**src/rtl/bmu_pkg.sv**
```systemverilog
`timescale 1ns / 1ps

package bmu_pkg;

  localparam int CB          = 8;
  localparam int CODE_MAX    = 2 ** CB - 1;
  localparam int NUM_W       = 4 * CB + 4;
  localparam int DEN_W       = CB + 17;
  localparam int OP_W        = CB + 16;
  localparam int K_W         = CB + 2;
  localparam int SQ_W        = 17;
  localparam int DIV_STAGES  = (CB + 1) / 2;
  localparam int FRONT_STAGES = 2;
  localparam int LATENCY     = FRONT_STAGES + 1 + DIV_STAGES;

  localparam int CFG_IDX_W   = 4;
  localparam int CFG_DATA_W  = 16;
  localparam logic [CFG_IDX_W-1:0] CFG_MODE  = CFG_IDX_W'(0);
  localparam logic [CFG_IDX_W-1:0] CFG_ALPHA = CFG_IDX_W'(1);
  localparam logic [8:0] ALPHA_RESET = 9'd154;

  typedef enum logic [3:0] {
    MODE_TRANSP    = 4'd0,
    MODE_DARKEN    = 4'd1,
    MODE_LIGHTEN   = 4'd2,
    MODE_MULTIPLY  = 4'd3,
    MODE_SCREEN    = 4'd4,
    MODE_ADD       = 4'd5,
    MODE_LINBURN   = 4'd6,
    MODE_DODGE     = 4'd7,
    MODE_BURN      = 4'd8,
    MODE_OVERLAY   = 4'd9,
    MODE_HARDLIGHT = 4'd10,
    MODE_SOFTLIGHT = 4'd11,
    MODE_DIFF      = 4'd12
  } mode_e;

  typedef struct packed {
    logic [CB-1:0] a_blue;
    logic [CB-1:0] a_green;
    logic [CB-1:0] a_red;
    logic [CB-1:0] b_blue;
    logic [CB-1:0] b_green;
    logic [CB-1:0] b_red;
  } pix_in_t;

  typedef struct packed {
    logic [CB-1:0] out_blue;
    logic [CB-1:0] out_green;
    logic [CB-1:0] out_red;
  } pix_out_t;

  typedef logic [SQ_W-1:0] sqrt_tbl_t [2 ** CB];

  // floor(2^16 * sqrt(b / max)) for every code b, built at elaboration
  function automatic sqrt_tbl_t build_sqrt();
    sqrt_tbl_t t;
    longint unsigned x;
    longint unsigned r;
    longint unsigned bt;
    for (int b = 0; b < 2 ** CB; b++) begin
      x  = (longint'(b) << 32) / CODE_MAX;
      r  = 0;
      bt = 64'h1 << 62;
      while (bt > x) bt = bt >> 2;
      while (bt != 0) begin
        if (x >= r + bt) begin
          x = x - (r + bt);
          r = (r >> 1) + bt;
        end else begin
          r = r >> 1;
        end
        bt = bt >> 2;
      end
      t[b] = SQ_W'(r);
    end
    return t;
  endfunction

  localparam sqrt_tbl_t SQRT_TBL = build_sqrt();

endpackage

```
**src/rtl/bmu_div.sv**
```systemverilog
`timescale 1ns / 1ps

// Rounding divider: round(num/den), ties up, clamped to 0..max.
// One set-up stage, then two restoring quotient bits per stage.
module bmu_div (
  input  logic                             clk_i,
  input  logic                             en_i,
  input  logic signed [bmu_pkg::NUM_W-1:0] num_i,
  input  logic [bmu_pkg::DEN_W-1:0]        den_i,
  output logic [bmu_pkg::CB-1:0]           q_o
);

  localparam int RW = bmu_pkg::NUM_W + 1;
  localparam int DW = bmu_pkg::DEN_W + 1;
  localparam int NS = bmu_pkg::DIV_STAGES;

  logic [RW-1:0] r_q [NS+1];
  logic [DW-1:0] d_q [NS+1];
  logic [bmu_pkg::CB-1:0] q_q [NS+1];

  logic [RW-1:0] n_full;
  logic [DW-1:0] d_full;
  logic [RW-1:0] r_d0;
  logic [bmu_pkg::CB-1:0] q_d0;

  always_comb begin
    n_full = {num_i, 1'b0} + RW'(den_i);
    d_full = {den_i, 1'b0};
    r_d0   = n_full;
    q_d0   = '0;
    if (num_i[bmu_pkg::NUM_W-1] || num_i == '0) begin
      r_d0 = '0;
    end else if (n_full >= (RW'(d_full) << bmu_pkg::CB)) begin
      // saturate: quotient beyond full scale
      r_d0 = '0;
      q_d0 = '1;
    end
  end

  always_ff @(posedge clk_i) begin
    if (en_i) begin
      r_q[0] <= r_d0;
      d_q[0] <= d_full;
      q_q[0] <= q_d0;
    end
  end

  for (genvar s = 0; s < NS; s++) begin : g_step
    logic [RW-1:0] r_d;
    logic [bmu_pkg::CB-1:0] q_d;
    logic [RW-1:0] dsh;

    always_comb begin
      r_d = r_q[s];
      q_d = q_q[s];
      dsh = '0;
      for (int j = 0; j < 2; j++) begin
        if (bmu_pkg::CB - 1 - 2 * s - j >= 0) begin
          dsh = RW'(d_q[s]) << (bmu_pkg::CB - 1 - 2 * s - j);
          if (r_d >= dsh) begin
            r_d = r_d - dsh;
            q_d[bmu_pkg::CB - 1 - 2 * s - j] = 1'b1;
          end
        end
      end
    end

    always_ff @(posedge clk_i) begin
      if (en_i) begin
        r_q[s+1] <= r_d;
        d_q[s+1] <= d_q[s];
        q_q[s+1] <= q_d;
      end
    end
  end

  assign q_o = q_q[NS];

endmodule
```
**config.mk**
```make
export PLATFORM = sky130hd
export DESIGN_NAME = bmu_div
export DESIGN_NICKNAME = d
export VERILOG_FILES = /design/src/rtl/bmu_pkg.sv /design/src/rtl/bmu_div.sv
export SDC_FILE = /design/constraint.sdc
export NUM_CORES = 1
export LEC_CHECK = 0
export ABC_AREA = 1
export BUFFER_PORTS_ARGS = -buffer_cell sky130_fd_sc_hd__clkbuf_2
export CORE_MARGIN = 4
export CORE_UTILIZATION = 50
export DETAILED_ROUTE_END_ITERATION = 10
export PLACE_DENSITY = 0.65
export SYNTH_ARGS = -nofsm -noshare
export SYNTH_HDL_FRONTEND = slang
export SYNTH_SLANG_ARGS = --single-unit
```
**constraint.sdc**
```tcl
create_clock -name clk_i -period 11.9 [get_ports clk_i]
set_clock_uncertainty 0.1 [all_clocks]
set_input_delay 1.785 -clock clk_i [delete_from_list [all_inputs] [get_ports clk_i]]
set_output_delay 1.785 -clock clk_i [all_outputs]
set_load 0.03 [all_outputs]
```
Word level (Yosys, flattened, before mapping)

Memory sizes are Yosys's and may differ from the RTL's.
Index checks and enable logic that the tools add are counted.

Logic and storage cells: 45
RAM bits: 355
Bits of input ports: 63
Output and inout bits: 8
Register bits: 0
Memories kept: 3

Add/subtract/negate cells: 9
Mux-type cells: 22
$lt $le $gt $ge: 9
Reductions and logical operators: 2

Memory list:

| name | depth | bits a word | read ports | clocked after Yosys merged registers in | write ports | line          | RTL |
|---|---|---|---|---|---|---|---|
| r_q  | 5     | 37          | 4          | 0                                       | 5           | bmu_div.sv:17 | `logic [RW-1:0] r_q [NS+1];` |
| d_q  | 5     | 26          | 4          | 0                                       | 5           | bmu_div.sv:18 | `logic [DW-1:0] d_q [NS+1];` |
| q_q  | 5     | 8           | 5          | 0                                       | 5           | bmu_div.sv:19 | `logic [bmu_pkg::CB-1:0] q_q [NS+1];` |

Operators by type and width:

| kind                           | number |
|---|---|
| two-way mux 37 bit             | 10 |
| adder 37 x 25 -> 37 bit        | 1 |
| >= comparator 37 x 26 -> 1 bit | 1 |
| >= comparator 37 x 27 -> 1 bit | 1 |
| >= comparator 37 x 28 -> 1 bit | 1 |
| >= comparator 37 x 29 -> 1 bit | 1 |
| >= comparator 37 x 30 -> 1 bit | 1 |
| >= comparator 37 x 31 -> 1 bit | 1 |
| >= comparator 37 x 32 -> 1 bit | 1 |
| >= comparator 37 x 33 -> 1 bit | 1 |
| >= comparator 37 x 34 -> 1 bit | 1 |
| subtractor 37 x 26 -> 37 bit   | 1 |
| subtractor 37 x 27 -> 37 bit   | 1 |
| subtractor 37 x 28 -> 37 bit   | 1 |
| subtractor 37 x 29 -> 37 bit   | 1 |
| subtractor 37 x 30 -> 37 bit   | 1 |
| subtractor 37 x 31 -> 37 bit   | 1 |
| subtractor 37 x 32 -> 37 bit   | 1 |
| subtractor 37 x 33 -> 37 bit   | 1 |
| logical NOT 36 bit             | 1 |
| two-way mux 8 bit              | 2 |
| two-way mux 1 bit              | 10 |
| logical OR 1 bit               | 1 |

Depth between registers and ports, before layout

Gate-level depths: netlist of the first run.
An unclocked memory read counts as a cell.

Depth in word-level cells: 5
Mapped depth: 34
Depth with buffers taken out: 33

Worst setup path before layout of the first run

No wires, ideal clock.

Path type: input port to flip-flop
Start: in num_i[0] (netlist name)
End: mem r_q[0][10] (netlist name), data pin
Setup slack: 6337 ps
Setup time: 265 ps
Required time: 11535 ps
Arrival: 5198 ps
Buffers on the path: 1
Stages: 25
Cell sequence: ha_1 > inv_1 > fa_1 > nand3b_1 > nor2_1 > nand2_1 > nand2_1 > a21oi_1 > o21ai_0 > nand2_1 > nand2_1 > nand2_1 > xor2_1 > inv_1 > ha_1 > nand4_1 > nor4_1 > nand4_1 > nor2_1 > nand3_1 > nand3_1 > nand2_1 > nand3_1 > clkbuf_1 > nor2_1

RTL lines:

| what               | line          | RTL |
|---|---|---|
| start: declaration | bmu_div.sv:8  | `input logic signed [bmu_pkg::NUM_W-1:0] num_i,` |
| end: declaration   | bmu_div.sv:17 |  |

==> qor.yml, run 1 <==
placed_design:
  postPlaceCellArea_mm2: 0.0274
  port-buffer-count: 70
  place.detailed.hpwl_mm: 67.9
  pre_cts_ws_ns: 5.23
  gp_congestion: 0.981
route:
  routed_via_density: 5.39
  drt-wirelength-per-cell_um: 17.8
  wl_met1_mm: 32.1
  drtAntennaViolNets: 0
  top_layer_used: "met4"
  first_pass_iters: 5
  via_count: 24200
  drt_iter0_drc: 1580
  drcViolationCount: 0
  met3WireLength_mm: 2.85
  dr_wl_met2_mm: 40.8
  wl_mm: 80.0
synthesis:
  syn_area_mm2: 0.0264
  syn_inst: 3728
  synthDistinctLibCells: 50
  synth_edf_count: 272
  synthArstFlopShare_pct: 0
  ys_seq_area_share_pct: 31.0
  avgSynthCellArea_um2: 7.07
  ys.flop_type: "edfxtp_1"
  ys_seq_elements: 272
  ys_warn_count: 0
cells_and_area:
  nFillCells: 5137
  layout.nets: 4117
  antennaDiodeCount: 0
  fin_area_mm2: 0.0284
  layout_common_cells: "nand2_1 (1085), inv_1 (547), nor2_1 (327), edfxtp_1 (272)"
  area_growth_pct: 7.66
  final_layout_size_suffix_gt1_share_pct: 5.34
  layout_commonest_cell: "nand2_1"
floorplan:
  num_io_pins: 71
  coreArea_mm2: 0.0517
  die_area_mm2: 0.0565
  start_util_pct: 51.0
  num_rows: 83
  die_w_um: 238
  die_h_um: 238
grt:
  track_usage_pct: 27.5
  grt_max_degree: 85
  grt_antenna_before_repair: 1
  overflow: 0
  first_global_vias: 23700
  grt_first_pass_wirelength_mm: 125
sta:
  slew_headroom_pct: 30.9
  final_period_minus_worst_setup_slack_ns: 6.43
  setup-violations-final: 0
  fmaxAchievable_ghz: 0.156
  timing.final.crit_share_pct: 54.0
  finalSetupTns_ns: 0
  hold_viol: 0
  worst_slew_pin_slew_ns: 1.04
  fin_ws_ns: 5.47
  slew_viol_final: 0
  rsz0062_at_grt: "false"
setup_path:
  crit_type: "reg -> reg"
  crit_buf_inv: 5
  cp-start-kind: "flop"
  slowest_delay_ns: 0.56
  worst_setup_path_end_kind: "flop"
  crit_family: "simple AND/OR/NAND/NOR gates"
  arrival_ns: 6.65
  crit_fanout: 41
  cpMostUsedCell: "nand2_1"
  critPathSlowestCell: "edfxtp_1"
  worstPathRequired_ns: 12.12
power_and_ir_drop:
  power_uw: 7550
  vdd_drop_max_mv: 0.121
  p_leak_uw: 0.0135
  powerDensity_mw_per_mm2: 266
clock_tree:
  cts_made_buffers: 31
  cts-hold-fix-buffers: 0
  cts.htree.levels: 1
  cts-root-buf: "clkbuf_16"
  clk_path_buf_depth: 3
  cts_tree: "built"
  worstSkewPairLatency_ns: 0.58
  post_cts_buffers: 0
  cts.clk_slew.worst_paths_ns: 0.06
  cts_resized: 0
  clock-sinks: 272
worst_hold_path:
  hold_class: "reg -> reg"
run_status:
  status: "complete, no violations"
job:
  drv_cap: 0
path summary, 6_finish.rpt:
check	from	endpoint	slack, ns	depth (start not counted)
hold / removal	q_q[3][4]	q_q[4][4]	0.32	0
setup reg to reg	d_q[0][75]	r_q[0][128]	5.47	28
hold reg to reg	q_q[3][4]	q_q[4][4]	0.32	0
setup / recovery	d_q[0][75]	r_q[0][128]	5.47	28
metrics by stage:
step / hold WS [ns] / cells / util [%]
2_1_floorplan: 0.300 / 3730 / -
4_1_cts: 0.318 / 4499 / 54.9
5_1_grt: 0.325 / 4499 / 54.9
3_5_place_dp: 0.305 / 4444 / 52.9
6_report: 0.316 / 4499 / 54.9
3_3_place_gp: 0.301 / 4444 / 52.9
flip-flops by register name (all words and copies together) (netlist names):
register / cells
r_q: 148
d_q: 100
q_q: 24
layer usage:
| layer | vias up | GRT usage (%) |
|---|---|---|
| met5 | - | 0 |
| met4 | 0 | 11.7 |
| met3 | 196 | 2.49 |
| met2 | 575 | 51.9 |
| met1 | 11000 | 31.7 |
| li1 | 12500 | - |
cell type report:
class	count	area [um^2]	area share, %
timing repair buffer	78	420	1.48
clock inverter	21	230	0.811
inverter	561	2110	7.42
multi-input combinational	2853	15800	55.7
clock buffer	34	787	2.77
tap	680	851	3.00
sequential	272	8170	28.8
synthesized netlist by cell type, drive strengths merged (2+ instances only):
master | n | area share, %
nand2 | 1102 | 16
inv | 559 | 8.0
nor2 | 342 | 5.1
edfxtp | 272 | 31
a21oi | 255 | 4.9
ha | 249 | 12
o21ai | 241 | 4.6
nand3 | 200 | 4.0
xor2 | 105 | 3.5
xnor2 | 88 | 2.9
nand4 | 56 | 1.3
nor3 | 43 | 0.84
buf | 27 | 0.81
nor4 | 24 | 0.57
a31oi | 22 | 0.52
o21bai | 22 | 0.63
a21o | 18 | 0.51
clkbuf | 17 | 0.24
a21boi | 15 | 0.44
nand3b | 15 | 0.43
o21a | 12 | 0.34
or2 | 12 | 0.28
o211ai | 9 | 0.28
fa | 8 | 0.61
and2 | 4 | 0.095
nor3b | 3 | 0.085
clkinv | 2 | 0.028
power by group:
group          internal (uW)  switching [uW]
Sequential              1430             176
Combinational           1760            3220
Clock                    563             400
kinds of logic after synthesis:
kind of cell | synth area share [%]
flops | 31.0
other cells | 0.0142
compound gates | 12.4
fa+ha+maj | 12.4
buf+inv | 9.04
xor+xnor | 6.41
simple gates | 28.7
Note: power is estimated with default switching activity, not from simulation.
==> run 2, diff against run 1 <==
ABC_AREA = 0   (was 1)
PLACE_DENSITY = 0.68   (was 0.65)
clock period = 5.25 ns   (was 11.9 ns; I/O delays follow)
==> run 2 against run 1 <==
Compared with the run above: the run now ends with setup timing left; setup slack got worse by 5.9 ns; sequential cell count did not move; sequential share of layout area fell by 5.8 points; largest cell class unchanged; utilization rose by 23 points; clock-buffer cell count fell by 3; synthesized area fell by 12%; largest power group unchanged; first-iteration DRC count fell by 26%; die area fell by 11%; critical endpoint is now r_q[0][80].
==> qor.yml, run 2 <==
run_status:
  status: "finished with violations"
  violations: "setup timing"
synthesis:
  synth_edf_count: 272
  ys_seq_elements: 272
  yosysMostFrequentCell: "edfxtp_1"
  ys.flop_type: "edfxtp_1"
  synth_common_cells: "edfxtp_1 (272), ha_1 (249), a21oi_1 (232)"
  avgSynthCellArea_um2: 9.38
  syn_inst: 2484
  ys_seq_area_share_pct: 35.1
  yosysTopAreaCellShare_pct: 35.1
  ys_warn_count: 0
  synth_top_area_cell: "edfxtp_1"
  synthArstFlopShare_pct: 0
  netlist_top_cells_area: "edfxtp_1 (35%), ha_1 (13%), xnor2_1 (5.7%)"
  synthDistinctLibCells: 88
  syn_area_mm2: 0.0233
power_and_ir_drop:
  powerDensity_mw_per_mm2: 588
  p_leak_uw: 0.0161
  vdd_drop_max_mv: 0.405
  clkPwrFrac_pct: 9.9
  power.switching_uw: 8260
  p_comb_share_pct: 73.2
  power_uw: 20900
  pwr-share-seq_pct: 16.9
  p_sw_share_pct: 39.6
  intPower_uw: 12600
clock_tree:
  cts.clk_slew.worst_paths_ns: 0.07
  cts_tree: "built"
  cts-hold-fix-buffers: 0
  clock-sinks: 272
  cts.htree.levels: 1
  cts-root-buf: "clkbuf_16"
  worstSkewPairLatency_ns: 0.58
  cts_made_buffers: 29
  clk_path_buf_depth: 3
cells_and_area:
  largest_register_ffs: 148
  largestRegisters: "r_q (148), d_q (100), q_q (24)"
  layout_commonest_cell: "buf_4"
  nFillCells: 2963
  final_layout_size_suffix_gt1_share_pct: 43.0
  top_register: "r_q"
  layout.nets: 3906
  multi_input_comb_area_mm2: 0.0162
  fin_cells: 4207
  layout_common_cells: "buf_4 (993), edfxtp_1 (272), ha_1 (215), a21oi_1 (191), inv_1 (187)"
  final_util_pct: 77.7
  area_growth_pct: 52.3
  antennaDiodeCount: 0
  seq_area_mm2: 0.00817
route:
  drt-wirelength-per-cell_um: 18.9
  first_pass_iters: 7
  routed_via_density: 5.62
  via_count: 23600
  drt_iter0_drc: 1173
  wl_mm: 79.7
  drcViolationCount: 0
  drtAntennaViolNets: 0
setup_path:
  cp-start-kind: "flop"
  r2r_end: "r_q[0][80]"
  critPathSlowestCell: "or4_4"
  cp-startpoint: "r_q[0][45]"
  arrival_ns: 5.94
  worst_setup_path_end_kind: "flop"
  reg2reg_from: "r_q[0][45]"
  crit_fanout: 7
  path_cells: "ha_4 > nor2_1 > a21oi_4 > o41ai_4 > o31ai_4 > o21a_1 > or4_4 > mux2_4 > ha_2 > buf_4 > o211ai_1 > nand2_1 > nand3_1 > nand2_2 > a2111oi_4 > nor2_2 > or3_4 > a21oi_4 > and4b_4 > buf_12 > nand2_8 > mux2_4"
  r2r_slack_ns: -0.46
  crit_buf_inv: 2
  crit_type: "reg -> reg"
  worstPathRequired_ns: 5.48
  slowest_delay_ns: 0.53
  crit_family: "simple AND/OR/NAND/NOR gates"
  reg2reg_depth: 22
floorplan:
  start_util_pct: 51.0
  die_w_um: 224
  coreArea_mm2: 0.0457
  num_rows: 78
  num_io_pins: 71
  die_area_mm2: 0.0501
  die_h_um: 224
sta:
  fin_ws_ns: -0.464
  fmaxAchievable_ghz: 0.175
  final_period_minus_worst_setup_slack_ns: 5.71
  worst_slew_pin_slew_ns: 1.02
  rsz0062_at_grt: "true"
  timing.final.crit_share_pct: 109
  finalSetupTns_ns: -32.02
  slew_viol_final: 0
  slew_headroom_pct: 31.1
  setup-violations-final: 126
  hold_viol: 0
worst_hold_path:
  hold_class: "reg -> reg"
  min_path_cells: 0
  whs_endpoint: "q_q[3][5]"
  hp-start: "q_q[2][5]"
job:
  drv_cap: 0
grt:
  track_usage_pct: 30.0
  grt_max_degree: 112
  grt_first_pass_wirelength_mm: 122
  first_global_vias: 24400
  overflow: 0
  grt_antenna_before_repair: 0
placed_design:
  pre_cts_ws_ns: -1.12
  port-buffer-count: 70
  place.detailed.hpwl_mm: 57.7
  gp_congestion: 0.970
  placedCellCount: 3949
run 2: changes by cell type in the layout (fill, tap and decap cells not counted), sizes merged, moves of 83 or more:
cell / delta
nand3: -156
o21ai: -83
mux2: +86
nor2: -149
nand2: -926
buf: +1041
inv: -361
run 2: metal layers:
metal	GRT usage [%]	part of all wire, %	routed length [um]	up-vias
met3	2.37	3.7	2960	292
li1	-	-	-	11400
met5	0	0	0	-
met2	57.8	52	41600	749
met1	31.0	36	29000	11200
met4	19.4	7.8	6200	0
run 2: area by class of cell:
| class | count | area share, % |
|---|---|---|
| inverters | 199 | 2.11 |
| clock inverters | 21 | 0.568 |
| well taps | 600 | 2.12 |
| flip-flops and latches | 272 | 23.0 |
| repair buffers | 1117 | 24.6 |
| multi-input cells | 1967 | 45.5 |
| clock buffers | 31 | 2.07 |
run 2: cells by family after synthesis:
kind of cell             synth area share [%]
other                                  0.0161
AND/OR/NAND/NOR                          15.0
buffers and inverters                    4.24
flip-flops                               35.1
adder cells (fa/ha/maj)                  14.1
XOR/XNOR                                 7.90
multiplexers                             4.93
AO/OA/AOI/OAI                            18.7
run 2: per-stage QoR:
step,hold WS [ns],cell area (um^2)
3_5_place_dp,0.305,31100
5_1_grt,0.320,35500
2_1_floorplan,0.300,24000
4_1_cts,0.312,34400
6_report,0.309,35500
3_3_place_gp,0.300,31100
run 2: worst register-to-register path: stages, from the launching register on:
cell,delay [ns]
edfxtp_1,0.45
ha_4,0.21
nor2_1,0.24
a21oi_4,0.11
o41ai_4,0.35
o31ai_4,0.12
o21a_1,0.23
or4_4,0.53
mux2_4,0.35
ha_2,0.19
buf_4,0.15
o211ai_1,0.25
nand2_1,0.13
nand3_1,0.12
nand2_2,0.11
a2111oi_4,0.33
nor2_2,0.07
or3_4,0.36
a21oi_4,0.14
and4b_4,0.25
buf_12,0.16
nand2_8,0.11
mux2_4,0.39
run 2: how the worst max path moves through the flow:
stage                   to  slack, ns  depth (start not counted)
2_1_floorplan   r_q[0][86]      -0.41                         23
3_5_place_dp    r_q[0][71]      -1.12                         20
4_1_cts        r_q[0][103]      -0.42                         22
3_3_place_gp    r_q[0][71]       -1.0                         20
5_1_grt         r_q[0][80]      -0.58                         24
6_report        r_q[0][80]      -0.46                         22
run 2: timing repair:
item | in CTS | in global routing
resized for setup | 227 | 168
setup endpoints to repair | 135 | 135
gates cloned | 15 | 0
setup buffers | 142 | 59
pin swaps | 105 | 108
run 2: power groups by stage:
stage | clock network [uW] | registers (uW) | logic (uW)
finish | 2070 | 3530 | 15300
detailed placement | 0 | 3550 | 13400
CTS | 2100 | 3520 | 14400
floorplan | 0 | 3450 | 8220
global placement | 0 | 3530 | 12900
global route | 2170 | 3570 | 16500
